### config.mk
export PLATFORM = sky130hd
export DESIGN_NAME = bounded_edit_distance_classifier
export DESIGN_NICKNAME = d
export VERILOG_FILES = /design/src/bedc_pkg.sv /design/src/bedc_ctrl.sv /design/src/bedc_datapath.sv /design/src/bounded_edit_distance_classifier.sv
export SDC_FILE = /design/constraint.sdc
export NUM_CORES = 2
export LEC_CHECK = 0
export BUFFER_PORTS_ARGS = -buffer_cell sky130_fd_sc_hd__buf_4
export CORE_MARGIN = 10
export CORE_UTILIZATION = 47
export DETAILED_ROUTE_END_ITERATION = 10
export PLACE_DENSITY = 0.59
export SLEW_MARGIN = 10
export SYNTH_ARGS = -nofsm -noshare
export SYNTH_HDL_FRONTEND = slang
export SYNTH_SLANG_ARGS = --single-unit
export TNS_END_PERCENT = 20
### constraint.sdc
create_clock -name clock -period 15.7 [get_ports clock]
set_input_delay 1.57 -clock clock [delete_from_list [all_inputs] [get_ports clock]]
set_output_delay 1.57 -clock clock [all_outputs]
set_load 0.05 [all_outputs]
### src/bedc_pkg.sv
`timescale 1ns / 1ps
`default_nettype none
// ----------------------------------------------------------------------------
// Bounded edit distance classifier package
// Shared widths, codes, the keyboard neighbor table and the control structs.
// ----------------------------------------------------------------------------
package bedc_pkg;

   localparam int MAX_LEN_DEF = 32;
   localparam int CHAR_W      = 8;
   localparam int DIST_W      = 6;
   localparam int DINT_W      = 4;
   localparam int CLASS_W     = 3;
   localparam int COST_W      = 13;
   localparam int CSR_IDX_W   = 3;
   localparam int CSR_DATA_W  = 8;

   localparam logic [CSR_IDX_W-1:0] CSR_MAX_DISTANCE     = 3'd0;
   localparam logic [CSR_IDX_W-1:0] CSR_PROXIMITY_ENABLE = 3'd1;
   localparam logic [CSR_IDX_W-1:0] CSR_TRANSPOSE_COST   = 3'd2;
   localparam logic [CSR_IDX_W-1:0] CSR_FIRST_PROX_COST  = 3'd3;
   localparam logic [CSR_IDX_W-1:0] CSR_PROXIMITY_COST   = 3'd4;
   localparam logic [CSR_IDX_W-1:0] CSR_INSERTION_COST   = 3'd5;
   localparam logic [CSR_IDX_W-1:0] CSR_OMISSION_COST    = 3'd6;
   localparam logic [CSR_IDX_W-1:0] CSR_SUBST_COST       = 3'd7;

   localparam logic [CLASS_W-1:0] CLASS_NONE        = 3'd0;
   localparam logic [CLASS_W-1:0] CLASS_TRANSPOSE   = 3'd1;
   localparam logic [CLASS_W-1:0] CLASS_PROXIMITY   = 3'd2;
   localparam logic [CLASS_W-1:0] CLASS_INSERTION   = 3'd3;
   localparam logic [CLASS_W-1:0] CLASS_OMISSION    = 3'd4;
   localparam logic [CLASS_W-1:0] CLASS_SUBSTITUTE  = 3'd5;

   localparam logic [CHAR_W-1:0] UPPER_A = 8'h41;
   localparam logic [CHAR_W-1:0] UPPER_Z = 8'h5A;
   localparam logic [CHAR_W-1:0] LOWER_A = 8'h61;
   localparam logic [CHAR_W-1:0] LOWER_Z = 8'h7A;
   localparam logic [CHAR_W-1:0] CASE_OFFSET = 8'h20;

   typedef struct packed {
      logic accept;
      logic scan_init;
      logic scan_rd;
      logic scan_ex;
      logic decide;
      logic row_rd;
      logic cell_rd;
      logic cell_ex;
      logic row_end;
      logic finish;
   } cmd_type;

   typedef struct packed {
      logic last_item;
      logic scan_empty;
      logic scan_last;
      logic early;
      logic col_last;
      logic row_stop;
      logic rsp_free;
   } status_type;

   function automatic logic [25:0] key(input logic [CHAR_W-1:0] ch);
      key = 26'd1 << 5'(ch - LOWER_A);
   endfunction

   // Keys that sit next to each letter on a QWERTY layout.
   function automatic logic [25:0] near_mask(input logic [4:0] idx);
      unique case (idx)
         5'd0:  near_mask = key("q") | key("w") | key("s") | key("z") | key("x");
         5'd1:  near_mask = key("f") | key("g") | key("h") | key("v") | key("n");
         5'd2:  near_mask = key("s") | key("d") | key("f") | key("x") | key("v");
         5'd3:  near_mask = key("w") | key("e") | key("r") | key("s") | key("f")
                          | key("x") | key("c") | key("v");
         5'd4:  near_mask = key("w") | key("r") | key("s") | key("d") | key("f");
         5'd5:  near_mask = key("e") | key("r") | key("t") | key("d") | key("g")
                          | key("c") | key("v") | key("b");
         5'd6:  near_mask = key("r") | key("t") | key("y") | key("f") | key("h")
                          | key("v") | key("b") | key("n");
         5'd7:  near_mask = key("t") | key("y") | key("u") | key("g") | key("j")
                          | key("b") | key("n") | key("m");
         5'd8:  near_mask = key("u") | key("o") | key("j") | key("k") | key("l");
         5'd9:  near_mask = key("y") | key("u") | key("i") | key("h") | key("k")
                          | key("n") | key("m");
         5'd10: near_mask = key("u") | key("i") | key("o") | key("j") | key("l")
                          | key("m");
         5'd11: near_mask = key("i") | key("o") | key("p") | key("k");
         5'd12: near_mask = key("h") | key("j") | key("k") | key("n");
         5'd13: near_mask = key("g") | key("h") | key("j") | key("b") | key("m");
         5'd14: near_mask = key("i") | key("p") | key("k") | key("l");
         5'd15: near_mask = key("o") | key("l");
         5'd16: near_mask = key("w") | key("a") | key("s");
         5'd17: near_mask = key("e") | key("t") | key("d") | key("f") | key("g");
         5'd18: near_mask = key("q") | key("w") | key("e") | key("a") | key("d")
                          | key("z") | key("x") | key("c");
         5'd19: near_mask = key("r") | key("y") | key("f") | key("g") | key("h");
         5'd20: near_mask = key("y") | key("i") | key("h") | key("j") | key("k");
         5'd21: near_mask = key("d") | key("f") | key("g") | key("c") | key("b");
         5'd22: near_mask = key("q") | key("e") | key("a") | key("s") | key("d");
         5'd23: near_mask = key("a") | key("s") | key("d") | key("z") | key("c");
         5'd24: near_mask = key("t") | key("u") | key("g") | key("h") | key("j");
         5'd25: near_mask = key("a") | key("s") | key("x");
         default: near_mask = '0;
      endcase
   endfunction

   function automatic logic [CHAR_W-1:0] fold(input logic [CHAR_W-1:0] ch);
      fold = (ch >= UPPER_A && ch <= UPPER_Z) ? ch + CASE_OFFSET : ch;
   endfunction

   function automatic logic keys_near(input logic [CHAR_W-1:0] a,
                                      input logic [CHAR_W-1:0] b);
      logic [CHAR_W-1:0] fa;
      logic [CHAR_W-1:0] fb;
      logic [25:0]       mask;
      fa = fold(a);
      fb = fold(b);
      mask = near_mask(5'(fa - LOWER_A));
      if (fa < LOWER_A || fa > LOWER_Z || fb < LOWER_A || fb > LOWER_Z) begin
         keys_near = 1'b0;
      end else begin
         keys_near = mask[5'(fb - LOWER_A)];
      end
   endfunction

endpackage
`default_nettype wire

### src/bedc_ctrl.sv
`timescale 1ns / 1ps
`default_nettype none
// ----------------------------------------------------------------------------
// Bounded edit distance classifier controller
// Sequences loading, the compare scan, the DP rows and the result hand-off.
// ----------------------------------------------------------------------------
module bedc_ctrl (
   input  wire logic                 clock,
   input  wire logic                 reset,
   input  wire logic                 req_valid,
   output logic                      req_stall,
   input  wire bedc_pkg::status_type status,
   output bedc_pkg::cmd_type         cmd
);

   typedef enum logic [9:0] {
      ST_IDLE      = 10'b0000000001,
      ST_SCAN_INIT = 10'b0000000010,
      ST_SCAN_RD   = 10'b0000000100,
      ST_SCAN_EX   = 10'b0000001000,
      ST_DECIDE    = 10'b0000010000,
      ST_ROW_RD    = 10'b0000100000,
      ST_CELL_RD   = 10'b0001000000,
      ST_CELL_EX   = 10'b0010000000,
      ST_ROW_END   = 10'b0100000000,
      ST_FINISH    = 10'b1000000000
   } state_type;

   state_type state_ff;
   state_type state_in;

   always_comb begin
      req_stall     = (state_ff != ST_IDLE);
      cmd           = '0;
      cmd.accept    = (state_ff == ST_IDLE) && req_valid;
      cmd.scan_init = (state_ff == ST_SCAN_INIT);
      cmd.scan_rd   = (state_ff == ST_SCAN_RD);
      cmd.scan_ex   = (state_ff == ST_SCAN_EX);
      cmd.decide    = (state_ff == ST_DECIDE);
      cmd.row_rd    = (state_ff == ST_ROW_RD);
      cmd.cell_rd   = (state_ff == ST_CELL_RD);
      cmd.cell_ex   = (state_ff == ST_CELL_EX);
      cmd.row_end   = (state_ff == ST_ROW_END);
      cmd.finish    = (state_ff == ST_FINISH) && status.rsp_free;
   end

   always_comb begin
      state_in = state_ff;
      unique case (state_ff)
         ST_IDLE: begin
            if (req_valid && status.last_item) state_in = ST_SCAN_INIT;
         end
         ST_SCAN_INIT: begin
            state_in = status.scan_empty ? ST_DECIDE : ST_SCAN_RD;
         end
         ST_SCAN_RD: state_in = ST_SCAN_EX;
         ST_SCAN_EX: begin
            state_in = status.scan_last ? ST_DECIDE : ST_SCAN_RD;
         end
         ST_DECIDE: begin
            state_in = status.early ? ST_FINISH : ST_ROW_RD;
         end
         ST_ROW_RD:  state_in = ST_CELL_RD;
         ST_CELL_RD: state_in = ST_CELL_EX;
         ST_CELL_EX: begin
            state_in = status.col_last ? ST_ROW_END : ST_CELL_RD;
         end
         ST_ROW_END: begin
            state_in = status.row_stop ? ST_FINISH : ST_ROW_RD;
         end
         ST_FINISH: begin
            if (status.rsp_free) state_in = ST_IDLE;
         end
         default: state_in = ST_IDLE;
      endcase
   end

   always_ff @(posedge clock) begin
      if (reset) begin
         state_ff <= ST_IDLE;
      end else begin
         state_ff <= state_in;
      end
   end

endmodule
`default_nettype wire

### src/bedc_datapath.sv
`timescale 1ns / 1ps
`default_nettype none
// ----------------------------------------------------------------------------
// Bounded edit distance classifier datapath
// Word stores, configuration, compare scan, shared DP cell and result register.
// ----------------------------------------------------------------------------
module bedc_datapath #(
   parameter int MAX_LEN = bedc_pkg::MAX_LEN_DEF
) (
   input  wire logic                                 clock,
   input  wire logic                                 reset,
   input  wire bedc_pkg::cmd_type                    cmd,
   output bedc_pkg::status_type                      status,
   input  wire logic                                 req_word_select,
   input  wire logic [bedc_pkg::CHAR_W-1:0]          req_char_code,
   input  wire logic                                 req_char_valid,
   input  wire logic                                 req_word_end,
   input  wire logic                                 csr_wr_en,
   input  wire logic [bedc_pkg::CSR_IDX_W-1:0]       csr_index,
   input  wire logic [bedc_pkg::CSR_DATA_W-1:0]      csr_data,
   input  wire logic                                 rsp_stall,
   output logic                                      rsp_valid,
   output logic [bedc_pkg::DIST_W-1:0]               rsp_edit_distance,
   output logic [bedc_pkg::CLASS_W-1:0]              rsp_error_class,
   output logic [bedc_pkg::COST_W-1:0]               rsp_weighted_cost,
   output logic                                      rsp_length_overflow
);

   localparam int AW = $clog2(MAX_LEN);
   localparam int LW = $clog2(MAX_LEN + 1);
   localparam int DW = (LW > bedc_pkg::DINT_W) ? LW : bedc_pkg::DINT_W;
   localparam int CW = bedc_pkg::CHAR_W;

   // Configuration registers.
   logic [2:0]    max_dist_ff;
   logic          prox_en_ff;
   logic [7:0]    trans_cost_ff;
   logic [7:0]    first_prox_cost_ff;
   logic [7:0]    prox_cost_ff;
   logic [7:0]    ins_cost_ff;
   logic [7:0]    omit_cost_ff;
   logic [7:0]    subst_cost_ff;

   always_ff @(posedge clock) begin
      if (reset) begin
         max_dist_ff        <= 3'd3;
         prox_en_ff         <= 1'b1;
         trans_cost_ff      <= '0;
         first_prox_cost_ff <= '0;
         prox_cost_ff       <= '0;
         ins_cost_ff        <= '0;
         omit_cost_ff       <= '0;
         subst_cost_ff      <= '0;
      end else if (csr_wr_en) begin
         unique case (csr_index)
            bedc_pkg::CSR_MAX_DISTANCE:     max_dist_ff        <= csr_data[2:0];
            bedc_pkg::CSR_PROXIMITY_ENABLE: prox_en_ff         <= csr_data[0];
            bedc_pkg::CSR_TRANSPOSE_COST:   trans_cost_ff      <= csr_data;
            bedc_pkg::CSR_FIRST_PROX_COST:  first_prox_cost_ff <= csr_data;
            bedc_pkg::CSR_PROXIMITY_COST:   prox_cost_ff       <= csr_data;
            bedc_pkg::CSR_INSERTION_COST:   ins_cost_ff        <= csr_data;
            bedc_pkg::CSR_OMISSION_COST:    omit_cost_ff       <= csr_data;
            bedc_pkg::CSR_SUBST_COST:       subst_cost_ff      <= csr_data;
            default: ;
         endcase
      end
   end

   // Word loading.
   logic [CW-1:0] typed_mem [0:MAX_LEN-1];
   logic [CW-1:0] cand_mem  [0:MAX_LEN-1];
   logic [LW-1:0] typed_len_ff;
   logic [LW-1:0] cand_len_ff;
   logic          typed_ovf_ff;
   logic          cand_ovf_ff;
   logic          typed_new_ff;
   logic          cand_new_ff;
   logic [LW-1:0] typed_base;
   logic [LW-1:0] cand_base;
   logic          typed_room;
   logic          cand_room;
   logic          typed_wr;
   logic          cand_wr;

   always_comb begin
      typed_base = typed_new_ff ? '0 : typed_len_ff;
      cand_base  = cand_new_ff ? '0 : cand_len_ff;
      typed_room = typed_base < LW'(MAX_LEN);
      cand_room  = cand_base < LW'(MAX_LEN);
      typed_wr   = cmd.accept && !req_word_select && req_char_valid && typed_room;
      cand_wr    = cmd.accept && req_word_select && req_char_valid && cand_room;
   end

   always_ff @(posedge clock) begin
      if (reset) begin
         typed_len_ff <= '0;
         cand_len_ff  <= '0;
         typed_ovf_ff <= 1'b0;
         cand_ovf_ff  <= 1'b0;
         typed_new_ff <= 1'b1;
         cand_new_ff  <= 1'b1;
      end else if (cmd.accept) begin
         if (!req_word_select) begin
            typed_len_ff <= typed_base + LW'(typed_wr);
            typed_ovf_ff <= (typed_ovf_ff && !typed_new_ff)
                            || (req_char_valid && !typed_room);
            typed_new_ff <= req_word_end;
         end else begin
            cand_len_ff <= cand_base + LW'(cand_wr);
            cand_ovf_ff <= (cand_ovf_ff && !cand_new_ff)
                           || (req_char_valid && !cand_room);
            cand_new_ff <= req_word_end;
         end
      end
   end

   // Scan and DP counters.
   logic [LW-1:0] k_ff;
   logic [LW-1:0] i_ff;
   logic [LW-1:0] j_ff;
   logic [LW-1:0] im1;
   logic [LW-1:0] jm1;
   logic          pbank_ff;
   logic          first_row_ff;

   assign im1 = i_ff - LW'(1);
   assign jm1 = j_ff - LW'(1);

   logic [CW-1:0] typed_rd_ff;
   logic [CW-1:0] cand_rd_ff;
   logic [DW-1:0] dp_rd_ff;
   logic [DW-1:0] dp_mem [0:(2**(AW+1))-1];
   logic [DW-1:0] cell_v;

   always_ff @(posedge clock) begin
      if (typed_wr) typed_mem[typed_base[AW-1:0]] <= req_char_code;
      if (cmd.scan_rd) begin
         typed_rd_ff <= typed_mem[k_ff[AW-1:0]];
      end else if (cmd.row_rd) begin
         typed_rd_ff <= typed_mem[im1[AW-1:0]];
      end
   end

   always_ff @(posedge clock) begin
      if (cand_wr) cand_mem[cand_base[AW-1:0]] <= req_char_code;
      if (cmd.scan_rd) begin
         cand_rd_ff <= cand_mem[k_ff[AW-1:0]];
      end else if (cmd.cell_rd) begin
         cand_rd_ff <= cand_mem[jm1[AW-1:0]];
      end
   end

   // Two row banks; the row being built goes to the bank not being read.
   always_ff @(posedge clock) begin
      if (cmd.cell_ex) dp_mem[{~pbank_ff, jm1[AW-1:0]}] <= cell_v;
      if (cmd.cell_rd) dp_rd_ff <= dp_mem[{pbank_ff, jm1[AW-1:0]}];
   end

   // Compare scan.
   logic          neq_ff;
   logic          trans_ff;
   logic          prox_ff;
   logic          prox_first_ff;
   logic [CW-1:0] tprev_ff;
   logic [CW-1:0] cprev_ff;
   logic [LW-1:0] min_len;
   logic          chars_ne;

   assign min_len  = (typed_len_ff < cand_len_ff) ? typed_len_ff : cand_len_ff;
   assign chars_ne = typed_rd_ff != cand_rd_ff;

   always_ff @(posedge clock) begin
      if (cmd.scan_init) begin
         k_ff     <= '0;
         neq_ff   <= 1'b0;
         trans_ff <= 1'b0;
         prox_ff  <= 1'b0;
      end else if (cmd.scan_ex) begin
         k_ff     <= k_ff + LW'(1);
         tprev_ff <= typed_rd_ff;
         cprev_ff <= cand_rd_ff;
         if (chars_ne) neq_ff <= 1'b1;
         if (k_ff != '0 && tprev_ff == cand_rd_ff && typed_rd_ff == cprev_ff) begin
            trans_ff <= 1'b1;
         end
         if (!prox_ff && chars_ne && bedc_pkg::keys_near(typed_rd_ff, cand_rd_ff)) begin
            prox_ff       <= 1'b1;
            prox_first_ff <= (k_ff == '0);
         end
      end
   end

   // Early decisions before the DP.
   logic [DW-1:0] md_w;
   logic [DW-1:0] md1_w;
   logic [DW-1:0] la_w;
   logic [DW-1:0] lb_w;
   logic [DW-1:0] diff_w;
   logic          words_equal;
   logic          early;
   logic [DW-1:0] early_dist;

   always_comb begin
      md_w        = DW'(max_dist_ff);
      md1_w       = md_w + DW'(1);
      la_w        = DW'(typed_len_ff);
      lb_w        = DW'(cand_len_ff);
      diff_w      = (la_w > lb_w) ? la_w - lb_w : lb_w - la_w;
      words_equal = (typed_len_ff == cand_len_ff) && !neq_ff;
      early       = words_equal || (diff_w > md_w) || (la_w == '0) || (lb_w == '0);
      if (words_equal) begin
         early_dist = '0;
      end else if (diff_w > md_w) begin
         early_dist = md1_w;
      end else if (la_w == '0) begin
         early_dist = (lb_w < md1_w) ? lb_w : md1_w;
      end else begin
         early_dist = (la_w < md1_w) ? la_w : md1_w;
      end
   end

   // Shared DP cell.
   logic [DW-1:0] diag_ff;
   logic [DW-1:0] left_ff;
   logic [DW-1:0] mn_ff;
   logic [DW-1:0] last_v_ff;
   logic [DW-1:0] up_v;
   logic [DW-1:0] min_dl;
   logic [DW-1:0] min3;
   logic [bedc_pkg::DINT_W-1:0] dist_ff;

   always_comb begin
      up_v   = first_row_ff ? DW'(j_ff) : dp_rd_ff;
      min_dl = (diag_ff < left_ff) ? diag_ff : left_ff;
      min3   = (up_v < min_dl) ? up_v : min_dl;
      cell_v = (typed_rd_ff == cand_rd_ff) ? diag_ff : min3 + DW'(1);
   end

   always_ff @(posedge clock) begin
      if (cmd.decide) begin
         i_ff         <= LW'(1);
         pbank_ff     <= 1'b0;
         first_row_ff <= 1'b1;
         if (early) dist_ff <= bedc_pkg::DINT_W'(early_dist);
      end else if (cmd.row_rd) begin
         j_ff    <= LW'(1);
         diag_ff <= DW'(im1);
         left_ff <= DW'(i_ff);
         mn_ff   <= DW'(i_ff);
      end else if (cmd.cell_ex) begin
         j_ff      <= j_ff + LW'(1);
         diag_ff   <= up_v;
         left_ff   <= cell_v;
         last_v_ff <= cell_v;
         if (cell_v < mn_ff) mn_ff <= cell_v;
      end else if (cmd.row_end) begin
         if (mn_ff > md_w) begin
            dist_ff <= bedc_pkg::DINT_W'(md1_w);
         end else if (i_ff == typed_len_ff) begin
            dist_ff <= bedc_pkg::DINT_W'((last_v_ff > md1_w) ? md1_w : last_v_ff);
         end else begin
            i_ff         <= i_ff + LW'(1);
            pbank_ff     <= ~pbank_ff;
            first_row_ff <= 1'b0;
         end
      end
   end

   // Classification.
   logic [bedc_pkg::CLASS_W-1:0] cls;
   logic [7:0]                   base_cost;
   logic                         scale;
   logic [bedc_pkg::COST_W-1:0]  cost;

   always_comb begin
      cls       = bedc_pkg::CLASS_NONE;
      base_cost = '0;
      scale     = 1'b0;
      if (dist_ff != '0) begin
         priority if (typed_len_ff == cand_len_ff && dist_ff == 4'd2 && trans_ff) begin
            cls       = bedc_pkg::CLASS_TRANSPOSE;
            base_cost = trans_cost_ff;
         end else if (dist_ff == 4'd1 && prox_en_ff && prox_ff) begin
            cls       = bedc_pkg::CLASS_PROXIMITY;
            base_cost = prox_first_ff ? first_prox_cost_ff : prox_cost_ff;
         end else if (typed_len_ff > cand_len_ff) begin
            cls       = bedc_pkg::CLASS_INSERTION;
            base_cost = ins_cost_ff;
            scale     = 1'b1;
         end else if (typed_len_ff < cand_len_ff) begin
            cls       = bedc_pkg::CLASS_OMISSION;
            base_cost = omit_cost_ff;
            scale     = 1'b1;
         end else begin
            cls       = bedc_pkg::CLASS_SUBSTITUTE;
            base_cost = subst_cost_ff;
            scale     = 1'b1;
         end
      end
      cost = scale ? bedc_pkg::COST_W'(base_cost) * bedc_pkg::COST_W'(dist_ff)
                   : bedc_pkg::COST_W'(base_cost);
   end

   // Result register.
   logic rsp_valid_ff;
   logic [bedc_pkg::DIST_W-1:0]  rsp_dist_ff;
   logic [bedc_pkg::CLASS_W-1:0] rsp_class_ff;
   logic [bedc_pkg::COST_W-1:0]  rsp_cost_ff;
   logic                         rsp_ovf_ff;

   always_ff @(posedge clock) begin
      if (reset) begin
         rsp_valid_ff <= 1'b0;
      end else if (cmd.finish) begin
         rsp_valid_ff <= 1'b1;
      end else if (!rsp_stall) begin
         rsp_valid_ff <= 1'b0;
      end
   end

   always_ff @(posedge clock) begin
      if (cmd.finish) begin
         rsp_dist_ff  <= bedc_pkg::DIST_W'(dist_ff);
         rsp_class_ff <= cls;
         rsp_cost_ff  <= cost;
         rsp_ovf_ff   <= typed_ovf_ff || cand_ovf_ff;
      end
   end

   assign rsp_valid           = rsp_valid_ff;
   assign rsp_edit_distance   = rsp_dist_ff;
   assign rsp_error_class     = rsp_class_ff;
   assign rsp_weighted_cost   = rsp_cost_ff;
   assign rsp_length_overflow = rsp_ovf_ff;

   always_comb begin
      status            = '0;
      status.last_item  = req_word_select && req_word_end;
      status.scan_empty = (min_len == '0);
      status.scan_last  = (k_ff == min_len - LW'(1));
      status.early      = early;
      status.col_last   = (j_ff == cand_len_ff);
      status.row_stop   = (mn_ff > md_w) || (i_ff == typed_len_ff);
      status.rsp_free   = !rsp_valid_ff || !rsp_stall;
   end

endmodule
`default_nettype wire

### src/bounded_edit_distance_classifier.sv
`timescale 1ns / 1ps
`default_nettype none
// ----------------------------------------------------------------------------
// Bounded edit distance classifier
// Loads a typed word and a candidate word a byte per request and answers with
// the bounded Levenshtein distance, an error class and a Q5.8 cost.
//
// Requests carry one byte of either word (req_word_select). A typed word stays
// stored until a new typed word starts. Only the request that ends a candidate
// word produces a response on the rsp_ channel. Each byte request is taken
// while req_stall is low; after the request that ends a candidate, req_stall
// stays high while the block computes. The block walks both words once,
// reading and comparing each position of the shorter word, then runs the DP
// with a single shared cell reading one row bank and writing the other, one
// row per typed character. The DP stops early once a row minimum passes the
// bound, and runs no rows when equal words, an empty word or a length gap
// decide it. The next request can be taken at the edge after rsp_valid
// rises. The response sits in an output register; while rsp_stall is high
// it holds, and the block waits before writing the next one. Configuration
// is written through csr_wr_en/csr_index/csr_data; the user must do so only
// while idle, as the block itself does not enforce it. Reset (synchronous)
// clears lengths, flags and configuration registers to their defaults;
// stored bytes are not cleared.
// ----------------------------------------------------------------------------
module bounded_edit_distance_classifier #(
   parameter int MAX_LEN = bedc_pkg::MAX_LEN_DEF
) (
   input  wire logic                                 clock,
   input  wire logic                                 reset,
   input  wire logic                                 req_valid,
   output logic                                      req_stall,
   input  wire logic                                 req_word_select,
   input  wire logic [bedc_pkg::CHAR_W-1:0]          req_char_code,
   input  wire logic                                 req_char_valid,
   input  wire logic                                 req_word_end,
   output logic                                      rsp_valid,
   input  wire logic                                 rsp_stall,
   output logic [bedc_pkg::DIST_W-1:0]               rsp_edit_distance,
   output logic [bedc_pkg::CLASS_W-1:0]              rsp_error_class,
   output logic [bedc_pkg::COST_W-1:0]               rsp_weighted_cost,
   output logic                                      rsp_length_overflow,
   input  wire logic                                 csr_wr_en,
   input  wire logic [bedc_pkg::CSR_IDX_W-1:0]       csr_index,
   input  wire logic [bedc_pkg::CSR_DATA_W-1:0]      csr_data
);

   bedc_pkg::cmd_type    cmd;
   bedc_pkg::status_type status;

   bedc_ctrl u_ctrl (
      .clock     (clock),
      .reset     (reset),
      .req_valid (req_valid),
      .req_stall (req_stall),
      .status    (status),
      .cmd       (cmd)
   );

   bedc_datapath #(
      .MAX_LEN (MAX_LEN)
   ) u_datapath (
      .clock               (clock),
      .reset               (reset),
      .cmd                 (cmd),
      .status              (status),
      .req_word_select     (req_word_select),
      .req_char_code       (req_char_code),
      .req_char_valid      (req_char_valid),
      .req_word_end        (req_word_end),
      .csr_wr_en           (csr_wr_en),
      .csr_index           (csr_index),
      .csr_data            (csr_data),
      .rsp_stall           (rsp_stall),
      .rsp_valid           (rsp_valid),
      .rsp_edit_distance   (rsp_edit_distance),
      .rsp_error_class     (rsp_error_class),
      .rsp_weighted_cost   (rsp_weighted_cost),
      .rsp_length_overflow (rsp_length_overflow)
   );

endmodule
`default_nettype wire

==> results.cfg <==
[run_status]
status = completed

[setup_path]
crit_chain = inv_1 > ha_1 > and3_4 > a221o_1 > nor2_1 > a31oi_1 > o211ai_1 > a21oi_1 > nand2_1 > fa_1 > fa_1 > inv_1 > ha_1 > a21o_1 > a21oi_1 > nand2b_1 > a21boi_0 > o41ai_1 > o21ai_0 > xnor2_1 > nor2_1
cpMaxStageDelayCell = a221o_1
cp-end-kind = flip-flop
worstPathArrival_ps = 6940
cp_max_fo = 29
crit_start = u_datapath.la_w[3]
worst-setup-path-type = reg -> reg
rr_startpoint = u_datapath.la_w[3]
startpoint_type = flip-flop
required_ps = 16120
cpPeakStageDelay_ps = 820

[floorplan]
start_util_pct = 47.4
io_pins = 52
num_rows = 120
core-area_sq_um = 107000
die_h_um = 349
die_area_sq_um = 122000
die_w_um = 349

[cts]
insertion_delay_ps = 730
clkSinkCount = 1090
cts_root_buf = clkbuf_16
cts_tree = done
cts_made_buffers = 113
cts_max_level = 3
clockBufferDepth = 3
cts_setup_buffers = 0
cts_resized = 0
cts_hold_buffers = 0
clkTransAtPathRegs_ps = 60

[logic_synthesis]
synth_area_per_cell_sq_um = 14.1
synthCells = 3612
async_reset_ff_share_pct = 0
synth.cell_area_sq_um = 50900
synth_top_area_share_pct = 58.3
post-synth-top-count-cell = edfxtp_1
ys_warn_count = 0
ys.flop_type = edfxtp_1
synth_commonest_cells = edfxtp_1 (989), nand2_1 (342), nor2_1 (270), mux4_2 (240), a21oi_1 (188)
synth_largest_area_cell = edfxtp_1
synthTopCellsByArea = edfxtp_1 (58%), mux4_2 (11%), dfxtp_1 (4.0%)
synth_cell_types = 102
synth-seq-cells = 1090
synth_edf_count = 989
synth-seq-area-share_pct = 62.3

[sta]
drv_slew = 0
rsz0062_at_grt = false
hold_violations = 0
setup_violations = 0
tns_ps = 0
tightest_slew_ps = 1230
max_freq_ghz = 0.153
finalClockSkew_ps = 52.1
setup_ws_ps = 9180
slew_headroom_pct = 17.5
final.period_utilization_pct = 41.5
min_period_ps = 6520

[placed_design]
hpwl_mm = 87.6
dp_slack_ps = 9280
gp_congestion = 0.912
dp.cells = 4881
placed_area_sq_um = 52700
port_buffers = 48

[global_route]
grt.overflow.total = 0
track_usage_pct = 23.1
grt_pass1_wl_mm = 213
grt_max_degree = 80
grt_pass1_vias = 32000
grt_antenna_before_repair = 1

[layout]
fin_cells = 5095
fin_area_sq_um = 56400
nFillCells = 8829
area_growth_pct = 10.6
drive_gt1_share_pct = 16.3
fin_nets = 3717

[power]
p_int_mw = 4.71
pwr-share-comb_pct = 2.8
ir_drop_v = 0.0000870
p_sw_share_pct = 21.2
p_sw_mw = 1.27
seq_power_share_pct = 52.9
power.total_mw = 5.98
power_frac_clock_pct = 44.4
powerDensity_nw_per_um2 = 106
power.static_leakage_nw = 18.1

[route]
route.detailed.drc = 0
via_count = 32500
firstDrtPassIters = 8
drt-total-wl_mm = 142
drt_iter0_drc = 4055
vias_per_cell = 6.37
ant_nets = 0
post_drt_wl_per_cell_um = 27.9

[hold_path]
hp-class = reg -> reg
min-delay-start = u_datapath.prox_cost_ff[2]

[run]
drv_cap = 0
registers in the layout, indices dropped and copies added, names as in the netlist, 8 cells and up, named ones only:
signal / flops
u_datapath.dp_mem: 384
u_datapath.cand_mem: 256
u_datapath.typed_mem: 256
u_datapath.rsp_weighted_cost: 12
u_ctrl.state_ff: 10
u_datapath.cand_rd_ff: 8
u_datapath.cprev_ff: 8
u_datapath.first_prox_cost_ff: 8
u_datapath.ins_cost_ff: 8
u_datapath.omit_cost_ff: 8
u_datapath.prox_cost_ff: 8
u_datapath.subst_cost_ff: 8
u_datapath.tprev_ff: 8
u_datapath.trans_cost_ff: 8
u_datapath.typed_rd_ff: 8
cell usage in the layout, fill, tap and decap left out, types with 76 or more instances in the layout:
cell / n
nand2_1: 342
ha_1: 82
a22oi_1: 175
edfxtp_1: 989
dfxtp_1: 96
mux4_2: 240
clkbuf_16: 114
a21oi_1: 186
inv_1: 76
nand3_1: 76
buf_4: 112
nor2_1: 266
layer usage:
metal  GRT usage, %  vias to the layer above  share of wire [%]
li1               -                    14200                  -
met1           32.2                    16400                 42
met2           36.7                     1567                 47
met3           3.85                      233                8.2
met4           7.19                        2                2.8
met5              0                        -             0.0049
final cells by class:
type	instances	area (sq um)	share of cell area [%]
diodes	1	2.50	0.00444
repair buffers	112	841	1.49
multi-input cells	2199	18100	32.1
inverters	77	289	0.513
well taps	1403	1760	3.11
clock buffers	132	2920	5.18
flip-flops and latches	1090	31700	56.3
clock inverters	81	746	1.32
worst paths after layout:
| check | cells after the start | end | slack, ps |
|---|---|---|---|
| worst min-delay path | 2 | u_datapath.prox_cost_ff[2] | 460 |
| worst min register to register | 2 | u_datapath.prox_cost_ff[2] | 460 |
| worst max-delay path | 21 | u_datapath.rsp_weighted_cost[11] | 9180 |
| worst max register to register | 21 | u_datapath.rsp_weighted_cost[11] | 9180 |
power groups by stage:
| stage | logic (mW) | clock network, mW | registers (mW) |
|---|---|---|---|
| after global placement | 0.163 | 0 | 3.22 |
| after global routing | 0.177 | 2.81 | 3.16 |
| after floorplan | 0.104 | 0 | 3.21 |
| after detailed placement | 0.164 | 0 | 3.22 |
| after CTS | 0.165 | 2.69 | 3.16 |
| final | 0.165 | 2.65 | 3.16 |
through the flow:
| stage | hold slack (ps) | util (%) |
|---|---|---|
| after floorplan | 421 | - |
| after global placement | 441 | 49.1 |
| after detailed placement | 446 | 49.1 |
| after CTS | 454 | 52.5 |
| after global routing | 474 | 52.5 |
| final | 456 | 52.5 |
cell families (layout without fill, tap and decap cells):
group,count (synthesis),count (layout),synth area share [%]
AO/OA/AOI/OAI,735,735,10.0
XOR/XNOR,96,96,1.68
adder cells (fa/ha/maj),97,97,2.59
buffers and inverters,325,402,2.65
flip-flops,1090,1090,62.3
multiplexers,306,306,11.9
other,1,4,0.00736
AND/OR/NAND/NOR,962,962,8.81
worst max-delay path: cells and delay by family (launching register included):
kind / cells / cell delay, ps
AND/OR/NAND/NOR: 5 / 670
flip-flops: 1 / 710
buffers and inverters: 2 / 300
XOR/XNOR: 1 / 160
AO/OA/AOI/OAI: 9 / 2560
adder cells (fa/ha/maj): 4 / 1860
Note: power is estimated with default switching activity, not from simulation.
